`src/design/kda_pkg.sv`:
```
// ----------------------------------------------------------------------------
// Key qualifier package
// Types and constants shared by the key debounce / auto-repeat block.
// ----------------------------------------------------------------------------
package kda_pkg;

	// Key phase codes
	localparam logic [2:0] PH_IDLE     = 3'd0;
	localparam logic [2:0] PH_DEBOUNCE = 3'd1;
	localparam logic [2:0] PH_HOLD     = 3'd2;
	localparam logic [2:0] PH_WAIT     = 3'd3;
	localparam logic [2:0] PH_REPEAT   = 3'd4;

	// Item operation codes
	localparam logic OP_POLL = 1'b0;
	localparam logic OP_TICK = 1'b1;

	// Configuration register indexes
	localparam logic CFG_REPEAT_PERIOD = 1'b0;
	localparam logic CFG_REPEAT_DELAY  = 1'b1;

	// Timing constants, in ticks, and the menu wrap limit
	localparam logic [15:0] DEBOUNCE_TICKS = 16'd5;
	localparam logic [15:0] HOLD_TICKS     = 16'd3;
	localparam logic [15:0] DEF_PERIOD     = 16'd20;
	localparam logic [15:0] DEF_DELAY      = 16'd150;
	localparam logic [12:0] MENU_TICKS     = 13'd4000;
	localparam logic [12:0] MENU_IN_TICKS  = 13'd5000;
	localparam logic [7:0]  MENU_WRAP      = 8'd14;

	// Qualifier state
	typedef struct packed {
		logic [2:0]  phase;
		logic [3:0]  owner;
		logic [15:0] key_cnt;
		logic [12:0] menu_cnt;
		logic [7:0]  menu_sel;
		logic        backlight;
	} kda_state_t;

	// Result beat payload
	typedef struct packed {
		logic       push_pulse;
		logic       repeat_pulse;
		logic       lamp_on;
		logic [7:0] menu_slot;
	} kda_result_t;

endpackage

```
`src/design/kda_if.sv`:
```
// ----------------------------------------------------------------------------
// Key qualifier channels
// Valid/ready channels for poll/tick items and for result beats.
// ----------------------------------------------------------------------------
interface kda_in_if;
	logic       valid;
	logic       ready;
	logic       op;
	logic [3:0] key_id;
	logic       key_pressed;

	modport source (output valid, output op, output key_id, output key_pressed, input ready);
	modport sink   (input valid, input op, input key_id, input key_pressed, output ready);
endinterface

interface kda_out_if;
	logic       valid;
	logic       ready;
	logic       push_pulse;
	logic       repeat_pulse;
	logic       lamp_on;
	logic [7:0] menu_slot;

	modport source (output valid, output push_pulse, output repeat_pulse,
		output lamp_on, output menu_slot, input ready);
	modport sink   (input valid, input push_pulse, input repeat_pulse,
		input lamp_on, input menu_slot, output ready);
endinterface

```
`src/design/key_debounce_autorepeat.sv`:
```
// A result beat passes through the input register, then the result register;
// an item is held in the input register until the result register can take it.
// Throughput: one item per cycle unless a result stalls; the state update sets it.
// An unaccepted result stalls the input register, then the input channel.
// Reset clears the qualifier state, both settings and all valid flags.
// ----------------------------------------------------------------------------
// Key debounce and auto-repeat qualifier
// Shared key qualifier with debounce, auto-repeat and menu inactivity timer.
// ----------------------------------------------------------------------------
module key_debounce_autorepeat #(
	parameter int NUM_KEYS = 8
) (
	input  logic         clk,
	input  logic         arst_n,
	kda_in_if.sink       item,
	kda_out_if.source    result,
	input  logic         cfg_we,
	input  logic         cfg_index,
	input  logic [15:0]  cfg_data
);

	logic [15:0]          repeat_period_q;
	logic [15:0]          repeat_delay_q;
	kda_pkg::kda_state_t  state_q;
	kda_pkg::kda_state_t  state_nxt;

	logic                 valid_s1;
	logic                 op_s1;
	logic [3:0]           key_id_s1;
	logic                 key_pressed_s1;

	logic                 out_valid_q;
	kda_pkg::kda_result_t out_q;

	logic                 advance;
	logic                 push;
	logic                 rep;

	// Stage 1 moves on when the result register is free or drained
	assign advance    = valid_s1 && (!out_valid_q || result.ready);
	assign item.ready = !valid_s1 || advance;

	// Settings
	always_ff @(posedge clk or negedge arst_n) begin
		if (!arst_n) begin
			repeat_period_q <= '0;
			repeat_delay_q  <= '0;
		end else if (cfg_we) begin
			unique case (cfg_index)
				kda_pkg::CFG_REPEAT_PERIOD: repeat_period_q <= cfg_data;
				kda_pkg::CFG_REPEAT_DELAY:  repeat_delay_q  <= cfg_data;
				default: ;
			endcase
		end
	end

	// Input register
	always_ff @(posedge clk or negedge arst_n) begin
		if (!arst_n) begin
			valid_s1 <= 1'b0;
		end else if (item.ready) begin
			valid_s1 <= item.valid;
		end
	end

	always_ff @(posedge clk) begin
		if (item.valid && item.ready) begin
			op_s1          <= item.op;
			key_id_s1      <= item.key_id;
			key_pressed_s1 <= item.key_pressed;
		end
	end

	kda_step #(
		.NUM_KEYS (NUM_KEYS)
	) u_step (
		.cur           (state_q),
		.op            (op_s1),
		.key_id        (key_id_s1),
		.key_pressed   (key_pressed_s1),
		.repeat_period (repeat_period_q),
		.repeat_delay  (repeat_delay_q),
		.nxt           (state_nxt),
		.push_pulse    (push),
		.repeat_pulse  (rep)
	);

	// Qualifier state
	always_ff @(posedge clk or negedge arst_n) begin
		if (!arst_n) begin
			state_q <= '0;
		end else if (advance) begin
			state_q <= state_nxt;
		end
	end

	// Result register
	always_ff @(posedge clk or negedge arst_n) begin
		if (!arst_n) begin
			out_valid_q <= 1'b0;
		end else if (advance) begin
			out_valid_q <= 1'b1;
		end else if (result.ready) begin
			out_valid_q <= 1'b0;
		end
	end

	always_ff @(posedge clk) begin
		if (advance) begin
			out_q.push_pulse   <= push;
			out_q.repeat_pulse <= rep;
			out_q.lamp_on      <= state_nxt.backlight;
			out_q.menu_slot    <= state_nxt.menu_sel;
		end
	end

	assign result.valid        = out_valid_q;
	assign result.push_pulse   = out_q.push_pulse;
	assign result.repeat_pulse = out_q.repeat_pulse;
	assign result.lamp_on      = out_q.lamp_on;
	assign result.menu_slot    = out_q.menu_slot;

endmodule

```
`src/design/kda_step.sv`:
```
// ----------------------------------------------------------------------------
// Key qualifier next-state logic
// Applies one poll or tick to the qualifier state and forms the pulses.
// ----------------------------------------------------------------------------
module kda_step #(
	parameter int NUM_KEYS = 8
) (
	input  kda_pkg::kda_state_t cur,
	input  logic                op,
	input  logic [3:0]          key_id,
	input  logic                key_pressed,
	input  logic [15:0]         repeat_period,
	input  logic [15:0]         repeat_delay,
	output kda_pkg::kda_state_t nxt,
	output logic                push_pulse,
	output logic                repeat_pulse
);

	localparam logic [3:0] KEY_MAX = 4'(NUM_KEYS);

	logic        ignore;
	logic [15:0] delay_eff;
	logic [15:0] period_eff;

	// Zero settings select the defaults
	assign delay_eff  = (repeat_delay  != '0) ? repeat_delay  : kda_pkg::DEF_DELAY;
	assign period_eff = (repeat_period != '0) ? repeat_period : kda_pkg::DEF_PERIOD;

	// Drop polls of a foreign key or a key out of range
	assign ignore = ((cur.owner != '0) && (cur.owner != key_id))
		|| (key_id == '0) || (key_id > KEY_MAX);

	always_comb begin
		nxt          = cur;
		push_pulse   = 1'b0;
		repeat_pulse = 1'b0;

		if (op == kda_pkg::OP_TICK) begin
			// Count both timers down toward zero
			if (cur.key_cnt != '0)
				nxt.key_cnt = cur.key_cnt - 16'd1;
			if (cur.menu_cnt != '0)
				nxt.menu_cnt = cur.menu_cnt - 13'd1;
		end else if (!ignore) begin
			// Start debounce, or refresh backlight and menu
			if (key_pressed && (cur.phase == kda_pkg::PH_IDLE)) begin
				nxt.phase   = kda_pkg::PH_DEBOUNCE;
				nxt.key_cnt = kda_pkg::DEBOUNCE_TICKS;
			end else if (cur.menu_cnt == '0) begin
				nxt.menu_sel  = '0;
				nxt.backlight = 1'b0;
			end else begin
				nxt.backlight = 1'b1;
			end

			// Advance the key phase
			if (nxt.phase != kda_pkg::PH_IDLE) begin
				if (key_pressed && (nxt.phase == kda_pkg::PH_DEBOUNCE)
					&& (nxt.key_cnt == '0)) begin
					nxt.menu_cnt = kda_pkg::MENU_TICKS;
					nxt.phase    = kda_pkg::PH_HOLD;
					nxt.key_cnt  = kda_pkg::HOLD_TICKS;
					nxt.owner    = key_id;
					if (nxt.menu_sel != '0) begin
						nxt.menu_cnt = kda_pkg::MENU_IN_TICKS;
						nxt.menu_sel = nxt.menu_sel + 8'd1;
					end
					if (nxt.menu_sel >= kda_pkg::MENU_WRAP)
						nxt.menu_sel = 8'd1;
				end else if (!key_pressed && ((nxt.phase == kda_pkg::PH_HOLD)
					|| (nxt.phase == kda_pkg::PH_WAIT))) begin
					push_pulse = 1'b1;
					nxt.phase  = kda_pkg::PH_IDLE;
					nxt.owner  = '0;
				end else if (key_pressed && (nxt.phase == kda_pkg::PH_HOLD)
					&& (nxt.key_cnt == '0)) begin
					nxt.phase   = kda_pkg::PH_WAIT;
					nxt.key_cnt = delay_eff;
				end else if (key_pressed && (nxt.phase == kda_pkg::PH_WAIT)
					&& (nxt.key_cnt == '0)) begin
					nxt.phase = kda_pkg::PH_REPEAT;
				end else if (key_pressed && (nxt.phase == kda_pkg::PH_REPEAT)
					&& (nxt.key_cnt == '0)) begin
					nxt.key_cnt  = period_eff;
					nxt.menu_sel = nxt.menu_sel + 8'd1;
					nxt.menu_cnt = kda_pkg::MENU_TICKS;
					repeat_pulse = 1'b1;
				end
			end

			// Release in wait or repeat returns to idle
			if ((nxt.phase >= kda_pkg::PH_WAIT) && !key_pressed) begin
				nxt.phase = kda_pkg::PH_IDLE;
				nxt.owner = '0;
			end
		end
	end

endmodule

```
`src/flat_wrapper.sv`:
```
// flat-port wrapper written by rule: the top's interface ports become plain ports
module key_debounce_autorepeat_flat 
#(
	parameter int NUM_KEYS = 8
)
  (clk, arst_n, cfg_we, cfg_index, cfg_data, item_valid, item_op, item_key_id, item_key_pressed, item_ready, result_valid, result_push_pulse, result_repeat_pulse, result_lamp_on, result_menu_slot, result_ready);
  kda_in_if item_i ();
  kda_out_if result_i ();
  input  logic clk;
  input  logic arst_n;
  input  logic cfg_we;
  input  logic cfg_index;
  input  logic [15:0] cfg_data;
  input wire logic [$bits(item_i.valid)-1:0] item_valid;
  input wire logic [$bits(item_i.op)-1:0] item_op;
  input wire logic [$bits(item_i.key_id)-1:0] item_key_id;
  input wire logic [$bits(item_i.key_pressed)-1:0] item_key_pressed;
  output wire logic [$bits(item_i.ready)-1:0] item_ready;
  output wire logic [$bits(result_i.valid)-1:0] result_valid;
  output wire logic [$bits(result_i.push_pulse)-1:0] result_push_pulse;
  output wire logic [$bits(result_i.repeat_pulse)-1:0] result_repeat_pulse;
  output wire logic [$bits(result_i.lamp_on)-1:0] result_lamp_on;
  output wire logic [$bits(result_i.menu_slot)-1:0] result_menu_slot;
  input wire logic [$bits(result_i.ready)-1:0] result_ready;
  assign item_i.valid = item_valid;
  assign item_i.op = item_op;
  assign item_i.key_id = item_key_id;
  assign item_i.key_pressed = item_key_pressed;
  assign item_ready = item_i.ready;
  assign result_valid = result_i.valid;
  assign result_push_pulse = result_i.push_pulse;
  assign result_repeat_pulse = result_i.repeat_pulse;
  assign result_lamp_on = result_i.lamp_on;
  assign result_menu_slot = result_i.menu_slot;
  assign result_i.ready = result_ready;
  key_debounce_autorepeat #(.NUM_KEYS(NUM_KEYS)) u_core (.clk(clk), .arst_n(arst_n), .item(item_i), .result(result_i), .cfg_we(cfg_we), .cfg_index(cfg_index), .cfg_data(cfg_data));
endmodule
```
`config.mk`:
```
export PLATFORM = sky130hd
export DESIGN_NAME = key_debounce_autorepeat_flat
export DESIGN_NICKNAME = d
export VERILOG_FILES = /design/src/design/kda_pkg.sv /design/src/design/kda_if.sv /design/src/design/key_debounce_autorepeat.sv /design/src/design/kda_step.sv /design/src/flat_wrapper.sv
export SDC_FILE = /design/constraint.sdc
export NUM_CORES = 1
export LEC_CHECK = 0
export BUFFER_PORTS_ARGS = -buffer_cell sky130_fd_sc_hd__buf_2
export CORE_AREA = 4 4 106 108
export CTS_BUF_LIST = sky130_fd_sc_hd__clkbuf_16
export DETAILED_ROUTE_END_ITERATION = 6
export DIE_AREA = 0 0 110 112
export PLACE_DENSITY_LB_ADDON = 0.3
export SYNTH_ARGS = -nofsm -noshare
export SYNTH_HDL_FRONTEND = slang
export SYNTH_HIERARCHICAL = 1
export SYNTH_SLANG_ARGS = --single-unit
```
`constraint.sdc`:
```
create_clock -name clk -period 4.8 [get_ports clk]
set_input_delay 0.48 -clock clk [delete_from_list [all_inputs] [get_ports clk]]
set_output_delay 0.48 -clock clk [all_outputs]
set_load 0.05 [all_outputs]
```
== Yosys cells after proc, flatten, opt, wreduce, memory -nomap -nowiden ==
Index checks and enable logic that the tools add are counted.

* Flip-flop bits (word level): 96
* Input bits: 28
* Output and inout bits: 13

* Add/sub/neg operators: 3
* Magnitude comparators: 3
* Eq/ne operators: 11
* Mux-type cells: 42
* Bitwise gates (word level): 4
* Reductions and logical operators: 46

{| class="wikitable"
|+ Operators with widths
! operator !! count
|-
| $mux 44 || 4
|-
| $mux 21 || 6
|-
| $mux 16 || 7
|-
| $mux 37 || 3
|-
| $reduce_bool 16->1 || 3
|-
| $mux 38 || 1
|-
| $mux 9 || 4
|-
| $mux 29 || 1
|-
| $mux 3 || 6
|-
| $logic_not 16->1 || 1
|-
| $mux 8 || 2
|-
| $sub 16x1->16 const B || 1
|-
| $logic_and 1x1->1 || 14
|-
| $logic_not 13->1 || 1
|-
| $mux 13 || 1
|-
| $reduce_bool 13->1 || 1
|-
| $sub 13x1->13 const B || 1
|-
| $ne 3x2->1 const B || 3
|-
| $add 8x1->8 const B || 1
|-
| $ge 8x4->1 const B || 1
|-
| $reduce_and 8->1 || 1
|-
| $reduce_bool 4->1 || 2
|-
| $reduce_bool 8->1 || 1
|-
| $mux 7 || 1
|-
| 23 further kinds || 42
|}

== Logic depth before layout (Yosys ltp) ==
* Depth after elaboration: 23
* Gate-level depth with buffers: 15
* Depth with buffers taken out: 15

== Modules after synthesis ==
Netlist, hierarchy kept.

{| class="wikitable"
|+ By module, submodules not included
! module !! times used !! cells each !! area each (um2)
|-
| key_debounce_autorepeat || 1 || 189 || 3682.3
|-
| kda_step || 1 || 388 || 2482.4
|}

== Worst setup path before layout ==
Ideal clock, no wire load.

* Kind: reg2reg
* Start point: reg u_core/state_q[12] (netlist name)
* End point: reg u_core/state_q[1] (netlist name)
* Setup time: 0.125 ns
* Arrival time: 3.427 ns
* Required time: 4.675 ns
* Path slack: 1.248 ns
* Stages on the path, launching flop included: 13
* Period minus slack after synthesis: 3.552 ns
* Cells stage by stage: dfrtp_1 or4_4 or3_1 clkbuf_1 o31a_1 inv_1 ha_1 or4b_2 clkbuf_1 a31o_2 a21oi_1 nor3_1 mux2_4

{| class="wikitable"
|+ RTL lines
! item !! RTL line !! text
|-
| start, declared || key_debounce_autorepeat.sv:24 || <nowiki>kda_pkg::kda_state_t state_q;</nowiki>
|-
| start signal, assigned || key_debounce_autorepeat.sv:93 || <nowiki>state_q <= state_nxt;</nowiki>
|}

==> results by stage <==
Outcome:
- The run finished with clean final reports.

Clock tree:
- The buffer depth of the longest clock path is 2.
- The number of hold buffers added after CTS was 0.
- The TritonCTS buffer count is 9.
- The buffer type at the clock tree root is sky130_fd_sc_hd__clkbuf_16.
- TritonCTS built the clock tree.
- The clock slew seen by the registers of the worst setup and hold paths is ~0.06 ns.
- The H-tree level count is 3.
- The clock net in this run drives a total of 96 sinks.
- The number of gates given a new drive strength after cts is 0.
- The clock latency of the later-clocked register in the worst-skew pair is 0.36 ns.
- The number of setup buffers added after CTS is 0.

Setup path:
- The biggest cell delay along the critical path is 0.68 ns.
- For the worst flop-to-flop path, the logic depth is 10.
- The maximum fanout encountered on the critical timing path is 7.
- The worst setup path category is flip-flop to flip-flop.
- The slowest stage of the critical path belongs to the cell sky130_fd_sc_hd__or4b_2.
- The worst setup path is captured at a flip-flop.
- Data on the critical path is required at its endpoint by 5.03 ns.
- The signal on the critical path passes through or4_4 -> or3_1 -> o31a_1 -> inv_1 -> ha_1 -> or4b_2 -> nand4_1 -> a21boi_0 -> mux2i_1 -> mux2_4.
- STA classifies the critical path startpoint as a flip-flop.
- Data arrives at the worst endpoint at just under 4 ns.

Logic synthesis:
- The number of distinct library cells after synthesis is between 80 and 90.
- The number of warnings reported in the yosys synthesis log is 6.
- Synthesis produced a netlist whose cell count is between 500 and 600.
- For this run, asynchronously set or reset flops after synthesis account for 0.823.
- The post-synth net total is 610.
- The number of synthesized register bits is 96.
- In the synthesized netlist the dominant register cell turns out to be sky130_fd_sc_hd__dfrtp_1.
- The synthesized design contains 17 enable-type register cells.
- Of the synthesized area, sequential elements account for 0.403.
- The synthesized area per cell is roughly 11 um^2.
- The cell area that synthesis handed to floorplanning was ~0.0062 mm^2.

Timing:
- After layout, the worst setup slack is ~1.1 ns.
- In this run the tightest slew margin relative to its limit is 0.154.
- In the finished design, the share of the clock period the worst path needs comes to 0.778.
- The count of endpoints failing setup in the final report is 0.
- The final hold violation count is 0.
- The final number of max-transition violations is 0.
- Setup repair after global routing left no endpoint under its margin.
- Based on the critical path, the design can be clocked at up to 268 MHz.
- The clock period could shrink to 3.73 ns.
- The final-layout setup total negative slack is 0 ns.
- At the pin with the least slew margin, the transition time is 1.27 ns.
- The clock arrives with between 0.01 and 0.015 ns of skew.

Routing:
- Across all layers, the routed design uses roughly 5000 vias.
- Dividing the detail-routed wire length by the instance count gives 20.1 um.
- The number of antenna-violating nets in the routed design is 0.
- The routed design has 14900 um of wire.
- The detailed-route DRC error count is 0.
- The number of detailed-routing iterations run before antenna repair is 5.
- The via count normalized by instance count is 6.71.
- The detailed router finished its first iteration with 406 violations.

GRT:
- The number of antenna violations at the first check in global routing is 0.
- The via count of the first global-routing pass is 4849.
- The overall track demand over capacity in global routing is 0.251.
- The first global-routing pass estimated 24400 um of wire.
- The largest net degree at the start of global routing is 80.
- For this run the aggregate overflow at the end of global routing stands at 0.

Place:
- Detailed placement finished with a half-perimeter wire length of between 10000 and 15000 um.
- The cell area reported after detailed placement is 0.00638 mm^2.
- The number of buffers added on ports is 40.
- Before CTS, the worst setup slack after placement is 1.13 ns.
- Routability-driven placement finished with a final weighted congestion of 0.948.

Cells and area:
- The number of nets at the end of the flow is 634.
- 0 antenna diodes ended up in the layout.
- The area of all placed cells without fillers is about 0.0066 mm^2.
- The relative area change from synthesis to final layout is 7.73%.
- The share of post-route cells with drive strength above 1 is 0.262.

Floorplan:
- From left edge to right edge, the die measures between 100 and 150 um.
- The floorplan step defined a core boundary enclosing 0.0102 mm^2.
- Row generation in the floorplan step produced 37 rows.
- The die covers 0.0123 mm^2.
- For this configuration, the core starts out at a cell density of 0.603.
- The floorplan step set the die height to roughly 110 um.
- In this run the count of I/O pins placed on the die edge is 41.

Power:
- After layout, the design draws a total of 3160 uW.
- The analysis attributes to cell leakage a power of 0.00279 uW.
- IR analysis of the VDD net gives a maximum drop of 270 uV.
- The power per cell area is 475 mW/mm^2.

Min path:
- The class of the most critical hold timing path is input pin to asynchronous set/reset pin.

Job:
- The number of max-capacitance violations reported is 0.
-- critical path: cells and delay by family (launching register included) --
family | cells | cell delay, ns
adders and majority gates | 1 | 0.17
DFF | 1 | 0.44
AOI/OAI and AO/OA | 2 | 0.57
muxes | 2 | 0.38
buffers and inverters | 1 | 0.09
and+or+nand+nor | 4 | 1.96
-- kinds of logic after synthesis --
kind of cell             Yosys count  synth area share
multiplexers                      80             0.175
buffers and inverters             44            0.0380
AO/OA/AOI/OAI                    137             0.160
flip-flops                        96             0.403
AND/OR/NAND/NOR                  205             0.199
adder cells (fa/ha/maj)            5            0.0101
XOR/XNOR                          10            0.0142
-- through the flow --
stage,utilization,instances,hold WS (ns)
2_1_floorplan,-,577,0.184
3_3_place_gp,0.623,726,0.493
3_5_place_dp,0.623,726,0.512
4_1_cts,0.649,742,0.293
5_1_grt,0.649,742,0.288
6_report,0.649,742,0.282
-- layout make-up --
type	count	area (um^2)
flip-flops and latches	96	2490
clock inverters	7	37.5
multi-input cells	437	3440
inverters	14	52.6
well taps	136	170
repair buffers	43	225
clock buffers	9	225
fillers	803	3590
-- path summary, 6_finish.rpt --
kind,startpoint,to,slack (ns)
setup reg to reg,u_core/state_q[12],u_core/state_q[12],1.07
hold / removal,arst_n,u_core/state_q[38],0.28
min in group clk,item_key_id[0],u_core/key_id_s1[0],0.30
hold reg to reg,u_core/state_q[0],u_core/state_q[0],0.53
setup / recovery,u_core/state_q[12],u_core/state_q[12],1.07
max in group asynchronous,arst_n,u_core/state_q[23],3.86
-- power breakdown --
part	total, uW	internal [uW]	switching [uW]
clock	648	346	303
sequential	1250	1000	245
combinational	1260	577	683
total	3160	1920	1230
-- cells in the mapped netlist, types with 3 or more instances --
cell,n,share of area
sky130_fd_sc_hd__o22ai_1,5,0.0051
sky130_fd_sc_hd__clkbuf_1,19,0.012
sky130_fd_sc_hd__nand4_1,7,0.0071
sky130_fd_sc_hd__ha_1,5,0.010
sky130_fd_sc_hd__buf_6,7,0.013
sky130_fd_sc_hd__inv_1,14,0.0085
sky130_fd_sc_hd__dfrtp_1,79,0.32
sky130_fd_sc_hd__and4_1,5,0.0071
sky130_fd_sc_hd__o211ai_1,10,0.012
sky130_fd_sc_hd__o311ai_0,3,0.0043
sky130_fd_sc_hd__mux2_4,49,0.12
sky130_fd_sc_hd__a41o_1,3,0.0049
sky130_fd_sc_hd__or4_1,6,0.0073
sky130_fd_sc_hd__or3_1,10,0.010
sky130_fd_sc_hd__edfxtp_1,17,0.083
sky130_fd_sc_hd__a2111oi_0,3,0.0043
sky130_fd_sc_hd__o31ai_1,3,0.0037
sky130_fd_sc_hd__nor3_1,20,0.016
sky130_fd_sc_hd__a21oi_1,15,0.012
sky130_fd_sc_hd__and3_1,3,0.0030
sky130_fd_sc_hd__a21o_1,8,0.0097
sky130_fd_sc_hd__mux2i_1,3,0.0049
sky130_fd_sc_hd__a22oi_1,14,0.017
sky130_fd_sc_hd__nor4_1,17,0.017
sky130_fd_sc_hd__a211o_1,4,0.0057
sky130_fd_sc_hd__o21ai_0,27,0.022
sky130_fd_sc_hd__mux2_2,28,0.051
sky130_fd_sc_hd__nand3_1,24,0.019
sky130_fd_sc_hd__or2_2,5,0.0051
sky130_fd_sc_hd__a22o_1,3,0.0043
sky130_fd_sc_hd__nor2_1,35,0.021
sky130_fd_sc_hd__and2_1,5,0.0051
sky130_fd_sc_hd__nand2b_1,5,0.0051
sky130_fd_sc_hd__nor3_2,5,0.0081
sky130_fd_sc_hd__a31oi_1,4,0.0041
sky130_fd_sc_hd__nand2_1,32,0.019
sky130_fd_sc_hd__xnor2_1,9,0.013
-- state kept, by name, indices dropped and copies added (netlist names) --
register	flops
u_core/result.repeat_pulse	1
u_core/key_id_s1	4
u_core/repeat_period_q	16
u_core/repeat_delay_q	16
u_core/state_q	45
u_core/valid_s1	1
u_core/key_pressed_s1	1
u_core/result.push_pulse	1
u_core/op_s1	1
u_core/result.lamp_on	1
u_core/result.valid	1
u_core/result.menu_slot	8
-- placed cells by master, fill, tap and decap left out, drive strengths merged, types with 6 or more instances in the layout --
cell     n
dfrtp   79
mux2    77
buf     43
nor2    35
nand2   34
o21ai   27
nor3    26
nand3   24
nor4    20
edfxtp  17
a21oi   15
inv     15
a22oi   14
or3     10
o211ai  10
clkbuf   9
xnor2    9
nand4    9
a21o     8
or4      8
nand2b   6
clkinv   6
-- layer usage --
layer	up-vias	global-route usage	share of wire
met3	40	0.0557	0.072
met1	2430	0.328	0.42
met5	-	0	0
met2	204	0.398	0.47
li1	2306	-	-
met4	0	0.111	0.030
(Power assumes the default switching activity.)
